--- src/rtl/rdsm_pkg.sv ---
// Shared types, constants and helpers for the dot-star pattern matcher.
`timescale 1ns / 1ps
package rdsm_pkg;

  // Pattern special bytes.
  localparam logic [7:0] STAR_CHAR = 8'h2A;
  localparam logic [7:0] DOT_CHAR  = 8'h2E;

  // Register file geometry: three 64-bit registers at byte addresses 8*i.
  localparam int unsigned ADDR_W    = 5;
  localparam int unsigned DATA_W    = 64;
  localparam int unsigned LEN_W     = 5;
  localparam int unsigned PAT_BYTES = 16;
  localparam int unsigned PAT_W     = 8 * PAT_BYTES;

  // Register indexes, taken from paddr[4:3].
  typedef enum logic [1:0] {
    REG_LEN  = 2'd0,
    REG_LOW  = 2'd1,
    REG_HIGH = 2'd2
  } reg_idx_t;

  // Per-transaction control broadcast to every cell of the row.
  typedef struct packed {
    logic       load;       // an input transaction is accepted this cycle
    logic       is_byte;    // 1: consume text_byte, 0: begin new text
    logic [7:0] text_byte;
  } step_t;

  // A pattern byte hits a text byte when it is a dot or the same byte.
  function automatic logic byte_hits(input logic [7:0] c, input logic [7:0] pc);
    byte_hits = (pc == DOT_CHAR) || (pc == c);
  endfunction

endpackage

--- src/rtl/rdsm_regs.sv ---
// APB-style configuration registers holding the pattern length and bytes.
`timescale 1ns / 1ps
module rdsm_regs (
  input  logic                        clk,
  input  logic                        rst_n,
  input  logic                        psel,
  input  logic                        penable,
  input  logic                        pwrite,
  input  logic [rdsm_pkg::ADDR_W-1:0] paddr,
  input  logic [rdsm_pkg::DATA_W-1:0] pwdata,
  output logic [rdsm_pkg::DATA_W-1:0] prdata,
  output logic                        pready,
  output logic [rdsm_pkg::LEN_W-1:0]  pattern_len,
  output logic [rdsm_pkg::PAT_W-1:0]  pattern
);
  import rdsm_pkg::*;

  logic [LEN_W-1:0]  len_r;
  logic [DATA_W-1:0] low_r;
  logic [DATA_W-1:0] high_r;
  logic              wr_en;
  reg_idx_t          idx;

  assign pready = 1'b1;
  assign wr_en  = psel && penable && pwrite;
  assign idx    = reg_idx_t'(paddr[4:3]);

  // Register writes complete in the access phase.
  always_ff @(posedge clk) begin
    if (!rst_n) begin
      len_r  <= '0;
      low_r  <= '0;
      high_r <= '0;
    end else if (wr_en) begin
      unique case (idx)
        REG_LEN:  len_r  <= pwdata[LEN_W-1:0];
        REG_LOW:  low_r  <= pwdata;
        REG_HIGH: high_r <= pwdata;
        default: ;
      endcase
    end
  end

  // Read back the addressed register.
  always_comb begin
    unique case (idx)
      REG_LEN:  prdata = {{(DATA_W-LEN_W){1'b0}}, len_r};
      REG_LOW:  prdata = low_r;
      REG_HIGH: prdata = high_r;
      default:  prdata = '0;
    endcase
  end

  assign pattern_len = len_r;
  assign pattern     = {high_r, low_r};

endmodule

--- src/rtl/rdsm_cell.sv ---
// One match cell: holds the row bit for a pattern prefix and computes its update.
`timescale 1ns / 1ps
module rdsm_cell #(
  parameter int unsigned POS = 1
) (
  input  logic            clk,
  input  logic            rst_n,
  input  rdsm_pkg::step_t step,
  input  logic [7:0]      pat_cur,     // pattern byte POS-1
  input  logic [7:0]      pat_prev,    // pattern byte POS-2
  input  logic            row_left,    // current row bit POS-1
  input  logic            next_left2,  // updated row bit POS-2
  output logic            row_q,
  output logic            row_next
);
  import rdsm_pkg::*;

  localparam bit HAS_PREV = (POS >= 2);

  logic row_r;
  logic row_nxt;
  logic is_star;
  logic rep_hit;

  // A star either skips its element (take bit POS-2 of the new row) or repeats
  // the preceding element once more on the current byte. A star with nothing
  // before it never matches.
  always_comb begin
    is_star = (pat_cur == STAR_CHAR);
    rep_hit = byte_hits(step.text_byte, pat_prev) && row_r;
    if (is_star && !HAS_PREV) begin
      row_nxt = 1'b0;
    end else if (is_star) begin
      row_nxt = step.is_byte ? (next_left2 || rep_hit) : next_left2;
    end else begin
      row_nxt = step.is_byte && row_left && byte_hits(step.text_byte, pat_cur);
    end
  end

  // The row bit advances once per accepted transaction.
  always_ff @(posedge clk) begin
    if (!rst_n) begin
      row_r <= 1'b0;
    end else if (step.load) begin
      row_r <= row_nxt;
    end
  end

  assign row_q    = row_r;
  assign row_next = row_nxt;

endmodule

--- src/rtl/regex_dot_star_matcher_top.sv ---
// Top level of the dot-star pattern matcher: cell row, length select and output skid.
// Each accepted result is registered in the output register, or in the skid entry while a stalled result waits there.
// Throughput: one transaction per cycle while the skid entry is empty; the row of cells computes
// its next value through a carry chain that links every second cell.
// A two-entry output buffer keeps input accepted while one result waits.
// Reset (synchronous, rst_n low): row bit zero set, all others clear, registers zero.
`timescale 1ns / 1ps
module regex_dot_star_matcher_top #(
  parameter int unsigned PATTERN_MAX = 16
) (
  input  logic                        clk,
  input  logic                        rst_n,
  input  logic                        in_valid,
  output logic                        in_ready,
  input  logic                        in_op,
  input  logic [7:0]                  in_text_byte,
  output logic                        out_valid,
  input  logic                        out_ready,
  output logic                        out_matched,
  input  logic                        psel,
  input  logic                        penable,
  input  logic                        pwrite,
  input  logic [rdsm_pkg::ADDR_W-1:0] paddr,
  input  logic [rdsm_pkg::DATA_W-1:0] pwdata,
  output logic [rdsm_pkg::DATA_W-1:0] prdata,
  output logic                        pready
);
  import rdsm_pkg::*;

  localparam int unsigned IDX_W = $clog2(PATTERN_MAX + 1);

  logic [LEN_W-1:0]     cfg_len;
  logic [PAT_W-1:0]     cfg_pattern;
  logic [LEN_W-1:0]     len_sat;
  logic [PATTERN_MAX:0] row_cur;
  logic [PATTERN_MAX:0] row_new;
  step_t                step;
  logic                 accept;
  logic                 matched_new;

  logic row0_r;
  logic out_valid_r, out_valid_nxt;
  logic out_matched_r, out_matched_nxt;
  logic skid_valid_r, skid_valid_nxt;
  logic skid_matched_r, skid_matched_nxt;

  rdsm_regs u_regs (
    .clk         (clk),
    .rst_n       (rst_n),
    .psel        (psel),
    .penable     (penable),
    .pwrite      (pwrite),
    .paddr       (paddr),
    .pwdata      (pwdata),
    .prdata      (prdata),
    .pready      (pready),
    .pattern_len (cfg_len),
    .pattern     (cfg_pattern)
  );

  // Input handshake and the step broadcast to the cells.
  assign in_ready       = !skid_valid_r;
  assign accept         = in_valid && in_ready;
  assign step.load      = accept;
  assign step.is_byte   = in_op;
  assign step.text_byte = in_text_byte;

  // Row bit zero: set for empty text, clear once any byte is consumed.
  assign row_cur[0] = row0_r;
  assign row_new[0] = !in_op;

  always_ff @(posedge clk) begin
    if (!rst_n) begin
      row0_r <= 1'b1;
    end else if (accept) begin
      row0_r <= row_new[0];
    end
  end

  // Row of cells, one per pattern prefix length.
  for (genvar j = 1; j <= PATTERN_MAX; j++) begin : g_cell
    logic [7:0] pat_prev;
    logic       next_left2;

    if (j >= 2) begin : g_prev
      assign pat_prev   = cfg_pattern[8*(j-2) +: 8];
      assign next_left2 = row_new[j-2];
    end else begin : g_first
      assign pat_prev   = '0;
      assign next_left2 = 1'b0;
    end

    rdsm_cell #(
      .POS (j)
    ) u_cell (
      .clk        (clk),
      .rst_n      (rst_n),
      .step       (step),
      .pat_cur    (cfg_pattern[8*(j-1) +: 8]),
      .pat_prev   (pat_prev),
      .row_left   (row_cur[j-1]),
      .next_left2 (next_left2),
      .row_q      (row_cur[j]),
      .row_next   (row_new[j])
    );
  end

  // Pick the bit at the configured length, saturated to the row size.
  assign len_sat     = (cfg_len > LEN_W'(PATTERN_MAX)) ? LEN_W'(PATTERN_MAX) : cfg_len;
  assign matched_new = row_new[len_sat[IDX_W-1:0]];

  // Output register with a one-entry skid behind it.
  always_comb begin
    out_valid_nxt    = out_valid_r;
    out_matched_nxt  = out_matched_r;
    skid_valid_nxt   = skid_valid_r;
    skid_matched_nxt = skid_matched_r;
    if (!out_valid_r || out_ready) begin
      out_valid_nxt   = skid_valid_r || accept;
      out_matched_nxt = skid_valid_r ? skid_matched_r : matched_new;
      skid_valid_nxt  = 1'b0;
    end else if (accept) begin
      skid_valid_nxt   = 1'b1;
      skid_matched_nxt = matched_new;
    end
  end

  always_ff @(posedge clk) begin
    if (!rst_n) begin
      out_valid_r  <= 1'b0;
      skid_valid_r <= 1'b0;
    end else begin
      out_valid_r  <= out_valid_nxt;
      skid_valid_r <= skid_valid_nxt;
    end
  end

  always_ff @(posedge clk) begin
    out_matched_r  <= out_matched_nxt;
    skid_matched_r <= skid_matched_nxt;
  end

  assign out_valid   = out_valid_r;
  assign out_matched = out_matched_r;

endmodule

--- config.mk ---
export PLATFORM = sky130hd
export DESIGN_NAME = regex_dot_star_matcher_top
export DESIGN_NICKNAME = d
export VERILOG_FILES = /design/src/rtl/rdsm_pkg.sv /design/src/rtl/rdsm_regs.sv /design/src/rtl/rdsm_cell.sv /design/src/rtl/regex_dot_star_matcher_top.sv
export SDC_FILE = /design/constraint.sdc
export NUM_CORES = 1
export LEC_CHECK = 0
export ABC_AREA = 1
export BUFFER_PORTS_ARGS = -buffer_cell sky130_fd_sc_hd__buf_2
export CAP_MARGIN = 0
export CORE_MARGIN = 4
export CORE_UTILIZATION = 50
export DETAILED_ROUTE_END_ITERATION = 10
export HOLD_SLACK_MARGIN = 0.08
export PLACE_DENSITY = 0.77
export SLEW_MARGIN = 0
export SYNTH_ARGS = -nofsm -noshare
export SYNTH_HDL_FRONTEND = slang
export SYNTH_SLANG_ARGS = --single-unit
--- constraint.sdc ---
create_clock -name clk -period 5.22 [get_ports clk]
set_input_delay 0.261 -clock clk [delete_from_list [all_inputs] [get_ports clk]]
set_output_delay 0.261 -clock clk [all_outputs]
set_load 0.03 [all_outputs]
# --- Yosys cells after proc, flatten, opt, wreduce, memory -nomap -nowiden ---
# Index checks and enable logic that the tools add are counted.
word_totals:
  elab_cells: 206
  out_inout_bits: 68
  reg_bits: 154
classes:
  n_eq_ne: 50
  n_bitwise: 2
  n_lt_le_gt_ge: 2
  n_reduce_logical: 92
  mux: 36
ops:
  columns: ["operator", "count"]
  rows:
  - ["8-bit by 6-bit == test with 1-bit output (second input constant)", 32]
  - ["64-bit case mux with 3 select lines", 1]
  - ["8-bit == test", 16]
  - ["1-bit logical AND", 50]
  - ["1-bit logical OR", 33]
  - ["1-bit 2-to-1 mux", 33]
  - ["2-bit AND reduction", 4]
  - ["5-bit by 6-bit less-than comparator with 1-bit output (second input constant)", 1]
  - ["1-bit binary-select mux with 5-bit select", 1]
  - ["5-bit greater-than comparator (second input constant)", 1]
  - ["5-bit 2-to-1 mux", 1]
  - ["1-bit logical NOT", 3]
  - ["2-bit by 1-bit == test with 1-bit output (second input constant)", 1]
  - ["2-bit == test (second input constant)", 1]
  - ["2-bit logical NOT", 1]
  - ["1-bit inverter", 2]
  - ["2-bit OR reduction", 1]

# --- Logic depth before layout (Yosys ltp) ---
logic_depth:
  word_depth: 30
  ltp_mapped: 30

# --- Cells and area by module ---
# A second synthesis with hierarchy kept.
hier_totals:
  cells_unflattened: 2289
  hier_area_um2: 12869.8
by_module_without_submodules:
  columns: ["module", "area_each_um2", "seq_area_each_um2", "cells_each", "n_inst"]
  rows:
  - ["rdsm_regs", 6329.8, 2662.6, 1012, 1]
  - ["rdsm_cell at g_cell[10].u_cell ...", 387.9, 20.0, 77, 15]
  - ["regex_dot_star_matcher_top", 481.7, 120.1, 72, 1]
  - ["rdsm_cell at g_cell[1].u_cell", 240.2, 20.0, 50, 1]

# --- Least setup slack after synthesis ---
# OpenSTA, ideal clock, no wires.
synth_timing:
  path_kind: "register -> register"
  start: "register u_regs.low_r[40]"
  end: "register skid_matched_r (data pin)"
  path_buffers: 0
  path_stages_with_launch: 21
  setup_slack_ns: 2.940
  synth_period_minus_slack_ns: 2.280
  arrival_ns: 2.025
  path_cell_list: "dfxtp_1 -> inv_2 -> nand2_1 -> or4_1 -> a21oi_1 -> nand3_2 -> nand2_2 -> nand2_2 -> nand2_2 -> nand2_2 -> nand2_2 -> nand2_2 -> nand2_2 -> nand2_2 -> nand2_2 -> nand2_1 -> nand3_1 -> nand2_1 -> nand2_1 -> nand2_1 -> and2_1"
synth_between:
  elab_chain_len: 21
  elab_cells_between_ends: 39
  classes_between: "eq/ne: 3; mux: 23; reduce/logical: 13"
synth_lines:
  columns: ["element", "line_no", "text"]
  rows:
  - ["from (decl)", "rdsm_regs.sv:19", "logic [DATA_W-1:0] low_r;"]
  - ["from (signal assigned)", "rdsm_regs.sv:37", "REG_LOW: low_r <= pwdata;"]
  - ["8-bit by 6-bit == test with 1-bit output / 8-bit == test (equally long branches)", "rdsm_pkg.sv:32", "byte_hits = (pc == DOT_CHAR) || (pc == c);"]
  - ["1-bit logical OR", "rdsm_pkg.sv:32", null]
  - ["1-bit logical AND", "rdsm_cell.sv:36", "row_nxt = step.is_byte && row_left && byte_hits(step.text_byte, pat_cur);"]
  - ["1-bit 2-to-1 mux", "rdsm_cell.sv:33", "end else if (is_star) begin"]
  - ["1-bit logical OR", "rdsm_cell.sv:34", "row_nxt = step.is_byte ? (next_left2 || rep_hit) : next_left2;"]
  - ["1-bit 2-to-1 mux", "rdsm_cell.sv:34", null]
  - ["1-bit 2-to-1 mux", "rdsm_cell.sv:33", null]
  - ["1-bit logical OR", "rdsm_cell.sv:34", null]
  - ["[6 not listed]", null, null]
  - ["1-bit 2-to-1 mux", "rdsm_cell.sv:34", null]
  - ["1-bit 2-to-1 mux", "rdsm_cell.sv:33", null]
  - ["1-bit logical OR", "rdsm_cell.sv:34", null]
  - ["1-bit 2-to-1 mux", "rdsm_cell.sv:34", null]
  - ["1-bit 2-to-1 mux", "rdsm_cell.sv:33", null]
  - ["1-bit binary-select mux with 5-bit select *", "regex_dot_star_matcher_top.sv:110", "assign matched_new = row_new[len_sat[IDX_W-1:0]];"]
  - ["1-bit 2-to-1 mux (implied by the code) *", "regex_dot_star_matcher_top.sv:110", null]
  - ["via matched_new", "regex_dot_star_matcher_top.sv:39", "logic matched_new;"]
  - ["to (signal assigned)", "regex_dot_star_matcher_top.sv:140", "skid_matched_r <= skid_matched_nxt;"]
  - ["to (decl)", "regex_dot_star_matcher_top.sv:45", "logic skid_matched_r, skid_matched_nxt;"]
# The timed path passes the listed nets; every way through them passes the cells marked *. The select of a mux whose other input is x is not followed.
# A chain may end at the register's enable or synchronous reset.

# --- Worst setup path in the final report ---
layout_timing:
  start: "input paddr[3] (netlist bit)"
  end: "register u_regs.low_r[39]"
layout_between:
  elab_chain_len: 2
layout_lines:
  columns: ["element", "line_no", "text"]
  rows:
  - ["from (decl)", "regex_dot_star_matcher_top.sv:23", "input logic [rdsm_pkg::ADDR_W-1:0] paddr,"]
  - ["2-bit by 1-bit == test with 1-bit output", "rdsm_regs.sv:35", "unique case (idx)"]
  - ["2-bit AND reduction (no source line)", null, null]
# Every way passes these cells.

==> results summary <==
The estimated wirelength of the detail-placed design is 19.1 mm. Relative to the synthesized area, the layout overhead comes to 16.5%. The number of endpoints failing setup at the final stage is 0. The count of distinct cell types in the synthesized netlist is 44.

At the end of the flow, the number of nets in the layout was 1481. The measured slew at the worst slew-check pin came out at 0.892 ns. Along the worst path, the maximum fanout reaches 65.

The setup skew after layout is 0.0112 ns. After synthesis, the share of cell area in mux cells is 0%. The fraction of final layout cells sized beyond drive strength 1 came out at 17.3%. In this run, placement finished with an instance count of 1589. The count of port buffers added during placement came out at 148. Setup repair after global routing left no endpoint under its margin.

The design draws 2.93 mW. The wire length of the first global-routing pass is 45.5 mm. When the netlist entered floorplanning its net count stood at 1371. The internal portion of total power is 2.17 mW. For this design the static power due to leakage is 4.19 nW. The mean cell area of the mapped netlist is 6.82 sq um. The max-capacitance violation count is 0. The total number of vias came out at 9421. By startpoint and endpoint, the worst setup path is classified as primary input to flip-flop.

Data arrives at the worst endpoint at 3.30 ns. Together, buffers and inverters on the worst path number 6. The number of enable-type register cells in the synthesized netlist is 2. The worst min-delay path category is primary input to flip-flop. The power spent charging and discharging nets came out at 0.764 mW. The power density over cell area came out at 287 mW/mm^2.

Of the total synthesized cell area, the portion taken by full adders, half adders and majority gates is 0%. The share of synthesized area occupied by flip-flops and latches is 35.4%. Net switching is 26.1% of the power.

The proportion of power drawn by combinational gates came out at 11.5%. The CTS root buffer is clkbuf_16. The required arrival time at the worst endpoint is 5.52 ns. The initial detailed-routing violation count came out at 1032. The placed cell area came out at 0.00945 sq mm.

The largest net degree at the start of global routing is 84. Leaving out fill and tap cells, the most frequent cell in the layout is nand2_1. In this run the deepest clock path goes through 2 buffers. In the final routed layout, each cell accounts on average for 17.6 um.

In the synthesized netlist the dominant register cell turns out to be dfxtp_1. The die footprint came out at 0.0197 sq mm. The achievable frequency is 0.333 GHz. The gate family responsible for the most delay along the worst path is buffers and inverters. After synthesis, the largest family of logic cells by area is simple AND/OR/NAND/NOR gates. The biggest cell delay along the critical path came out at 0.57 ns. The post-route fraction of the period consumed by the critical path is 57.6%. Walking the worst path, the cells encountered are buf_2, inv_1, nor2_1, clkinv_1, buf_4, nor2_1, clkinv_2, buf_4, o21ai_0, a21oi_1. The final estimated routing congestion in global placement came out at 0.918. The initial utilization of the core area, before any placement, comes to 50.9%. The register share of total power is 42.1%.

The total of cells resized after clock tree synthesis came out at 0. The simple-gate share of the synthesized area is 23.9%. The floorplan step set the die height to 140 um. The flow ran to the end, and the final reports show no timing, DRC or antenna violations. The clock net in this run drives a total of 154 sinks. The post-synthesis xor/xnor area fraction came out at 5.99%. The clock insertion delay at the later pin of the skew report came out at 0.44 ns.

Once detail routing completed, the nets flagged for antenna violations numbered 0. For this design the top-level I/O count stands at 153. The antenna diode count came out at 0.

STA classifies the critical path startpoint as a primary input. In the synthesized netlist the async set-or-reset flop fraction comes to 0%. The worst relative slew slack is 40.5%. The number of instances in the synthesized netlist came out at 1286.

The clock edge transition at the registers on the reported setup and hold paths came out at 0.06 ns. The via density per instance came out at 5.77. The initial antenna violation count is 0.

The compound-cell area share of the yosys netlist came out at 23.4%. The synthesized cell area came out at 0.00877 sq mm. In this run, the clock network consumes 46.4% of the power. The clock period minus worst slack is 3.00 ns. The total of warnings raised by yosys came out at 0. The final instance area is 0.0102 sq mm. The register bit count reported by yosys is 154. The number of global-route vias before repair came to 8657. In the routed design, unresolved DRC markers number 0. The library cells used most frequently in the layout, excluding fill and tap cells, are nand2_1 (244), o21ai_0 (172), dfxtp_1 (152), buf_2 (147), a21oi_1 (133). The number of placement rows came out at 48. For this design, the slowest cell found on the critical path is nor2_1.

The core area came out at 0.0172 sq mm. The setup TNS came out at 0 ns. The final global-route overflow total came out at 0. The floorplan die width is 140 um.

The finished layout holds 1634 standard cells, fillers aside. The TritonCTS buffer count came out at 17. The aggregate routed wire length came out at 28.7 mm. The worst setup path is captured at a flip-flop. The final count of hold timing violations is 0. The max-slew violation count is 0. The CTS tree is yes.

The worst-case IR drop observed on VDD is 238 uV. In this run the number of H-tree levels came out at 4. The first TritonRoute pass finished after 8 iterations.

The total routing usage reported by global routing is 28.7%.
cell families (layout without fill, tap and decap cells):
logic type | after synthesis | after routing
compound gates | 377 | 377
xor+xnor | 60 | 60
buf+inv | 225 | 348
flops | 154 | 154
other cells | 1 | 1
simple gates | 469 | 469
Yosys cell counts (3+ instances only):
| cell | count | area [sq um] |
|---|---|---|
| dfxtp_1 | 152 | 3040 |
| nor3_1 | 4 | 20.0 |
| nor2_1 | 87 | 327 |
| inv_4 | 4 | 25.0 |
| o41ai_1 | 5 | 43.8 |
| a31oi_1 | 11 | 68.8 |
| buf_6 | 14 | 158 |
| nand2_1 | 244 | 916 |
| o22ai_1 | 39 | 244 |
| inv_1 | 126 | 473 |
| a21oi_1 | 133 | 666 |
| clkbuf_1 | 58 | 218 |
| nand2_2 | 30 | 188 |
| o221ai_1 | 5 | 43.8 |
| inv_2 | 9 | 33.8 |
| a22o_1 | 3 | 26.3 |
| xor2_1 | 6 | 52.6 |
| buf_2 | 3 | 15.0 |
| buf_4 | 3 | 22.5 |
| nor4_1 | 11 | 68.8 |
| clkinv_1 | 4 | 15.0 |
| nand3_1 | 27 | 135 |
| xnor2_1 | 54 | 473 |
| o21ai_0 | 172 | 861 |
| nand4_1 | 56 | 350 |
timing repair:
action | 4_1_cts | 5_1_grt
endpoints found under the setup margin | 0 | 0
hold buffers | 13 | 0
hold endpoints to repair | 13 | 0
setup buffers | 0 | 0
through the flow:
step,util [%],hold slack [ns],setup slack [ns]
after floorplan,-,0.396,2.94
after global placement,54.8,0.453,1.98
final,59.3,0.0754,2.22
after detailed placement,54.8,0.458,1.89
after global routing,59.3,0.0889,1.97
after CTS,59.3,0.0822,2.28
power by group through the flow:
stage | Clock (mW) | Sequential [mW] | Combinational [mW]
2_1_floorplan | 0 | 1.26 | 0.222
3_3_place_gp | 0 | 1.26 | 0.318
3_5_place_dp | 0 | 1.26 | 0.321
4_1_cts | 1.36 | 1.24 | 0.331
5_1_grt | 1.42 | 1.24 | 0.368
6_report | 1.36 | 1.24 | 0.337
path summary, 6_finish.rpt:
path,start,slack (ns),endpoint,cells after the start
setup reg to reg,u_regs.low_r[29]$_SDFFE_PN0P_,2.27,skid_matched_r$_DFFE_PP_,21
setup / recovery,paddr[3],2.22,u_regs.low_r[39]$_SDFFE_PN0P_,10
hold / removal,pwdata[28],0.08,u_regs.high_r[28]$_SDFFE_PN0P_,3
hold reg to reg,row0_r$_SDFFE_PN1P_,0.47,row0_r$_SDFFE_PN1P_,2
sequential cells by signal, indices dropped and copies added, names as in the netlist:
signal               cells
g_cell.u_cell.row_q     16
out_matched              1
out_valid                1
row0_r                   1
skid_matched_r           1
skid_valid_r             1
u_regs.high_r           64
u_regs.low_r            64
u_regs.pattern_len       5
per-layer routing:
layer | wire (um) | track usage [%] | part of all wire [%]
met1 | 11900 | 38.4 | 41
met2 | 12900 | 46.1 | 45
met3 | 3120 | 6.59 | 11
met4 | 823 | 9.33 | 2.9
met5 | 0 | 0 | 0
area by class of cell:
cell class	count	area [sq um]
clock buffers	20	437
clock inverters	12	198
fillers	1604	7020
inverters	146	579
multi-input cells	907	4680
flip-flops and latches	154	3100
well taps	225	282
repair buffers	170	941
worst min-delay path, cell delays in order:
cell,delay [ns]
buf_2,0.08
nor2_1,0.04
nor2_1,0.09
(Power assumes the default switching activity.)
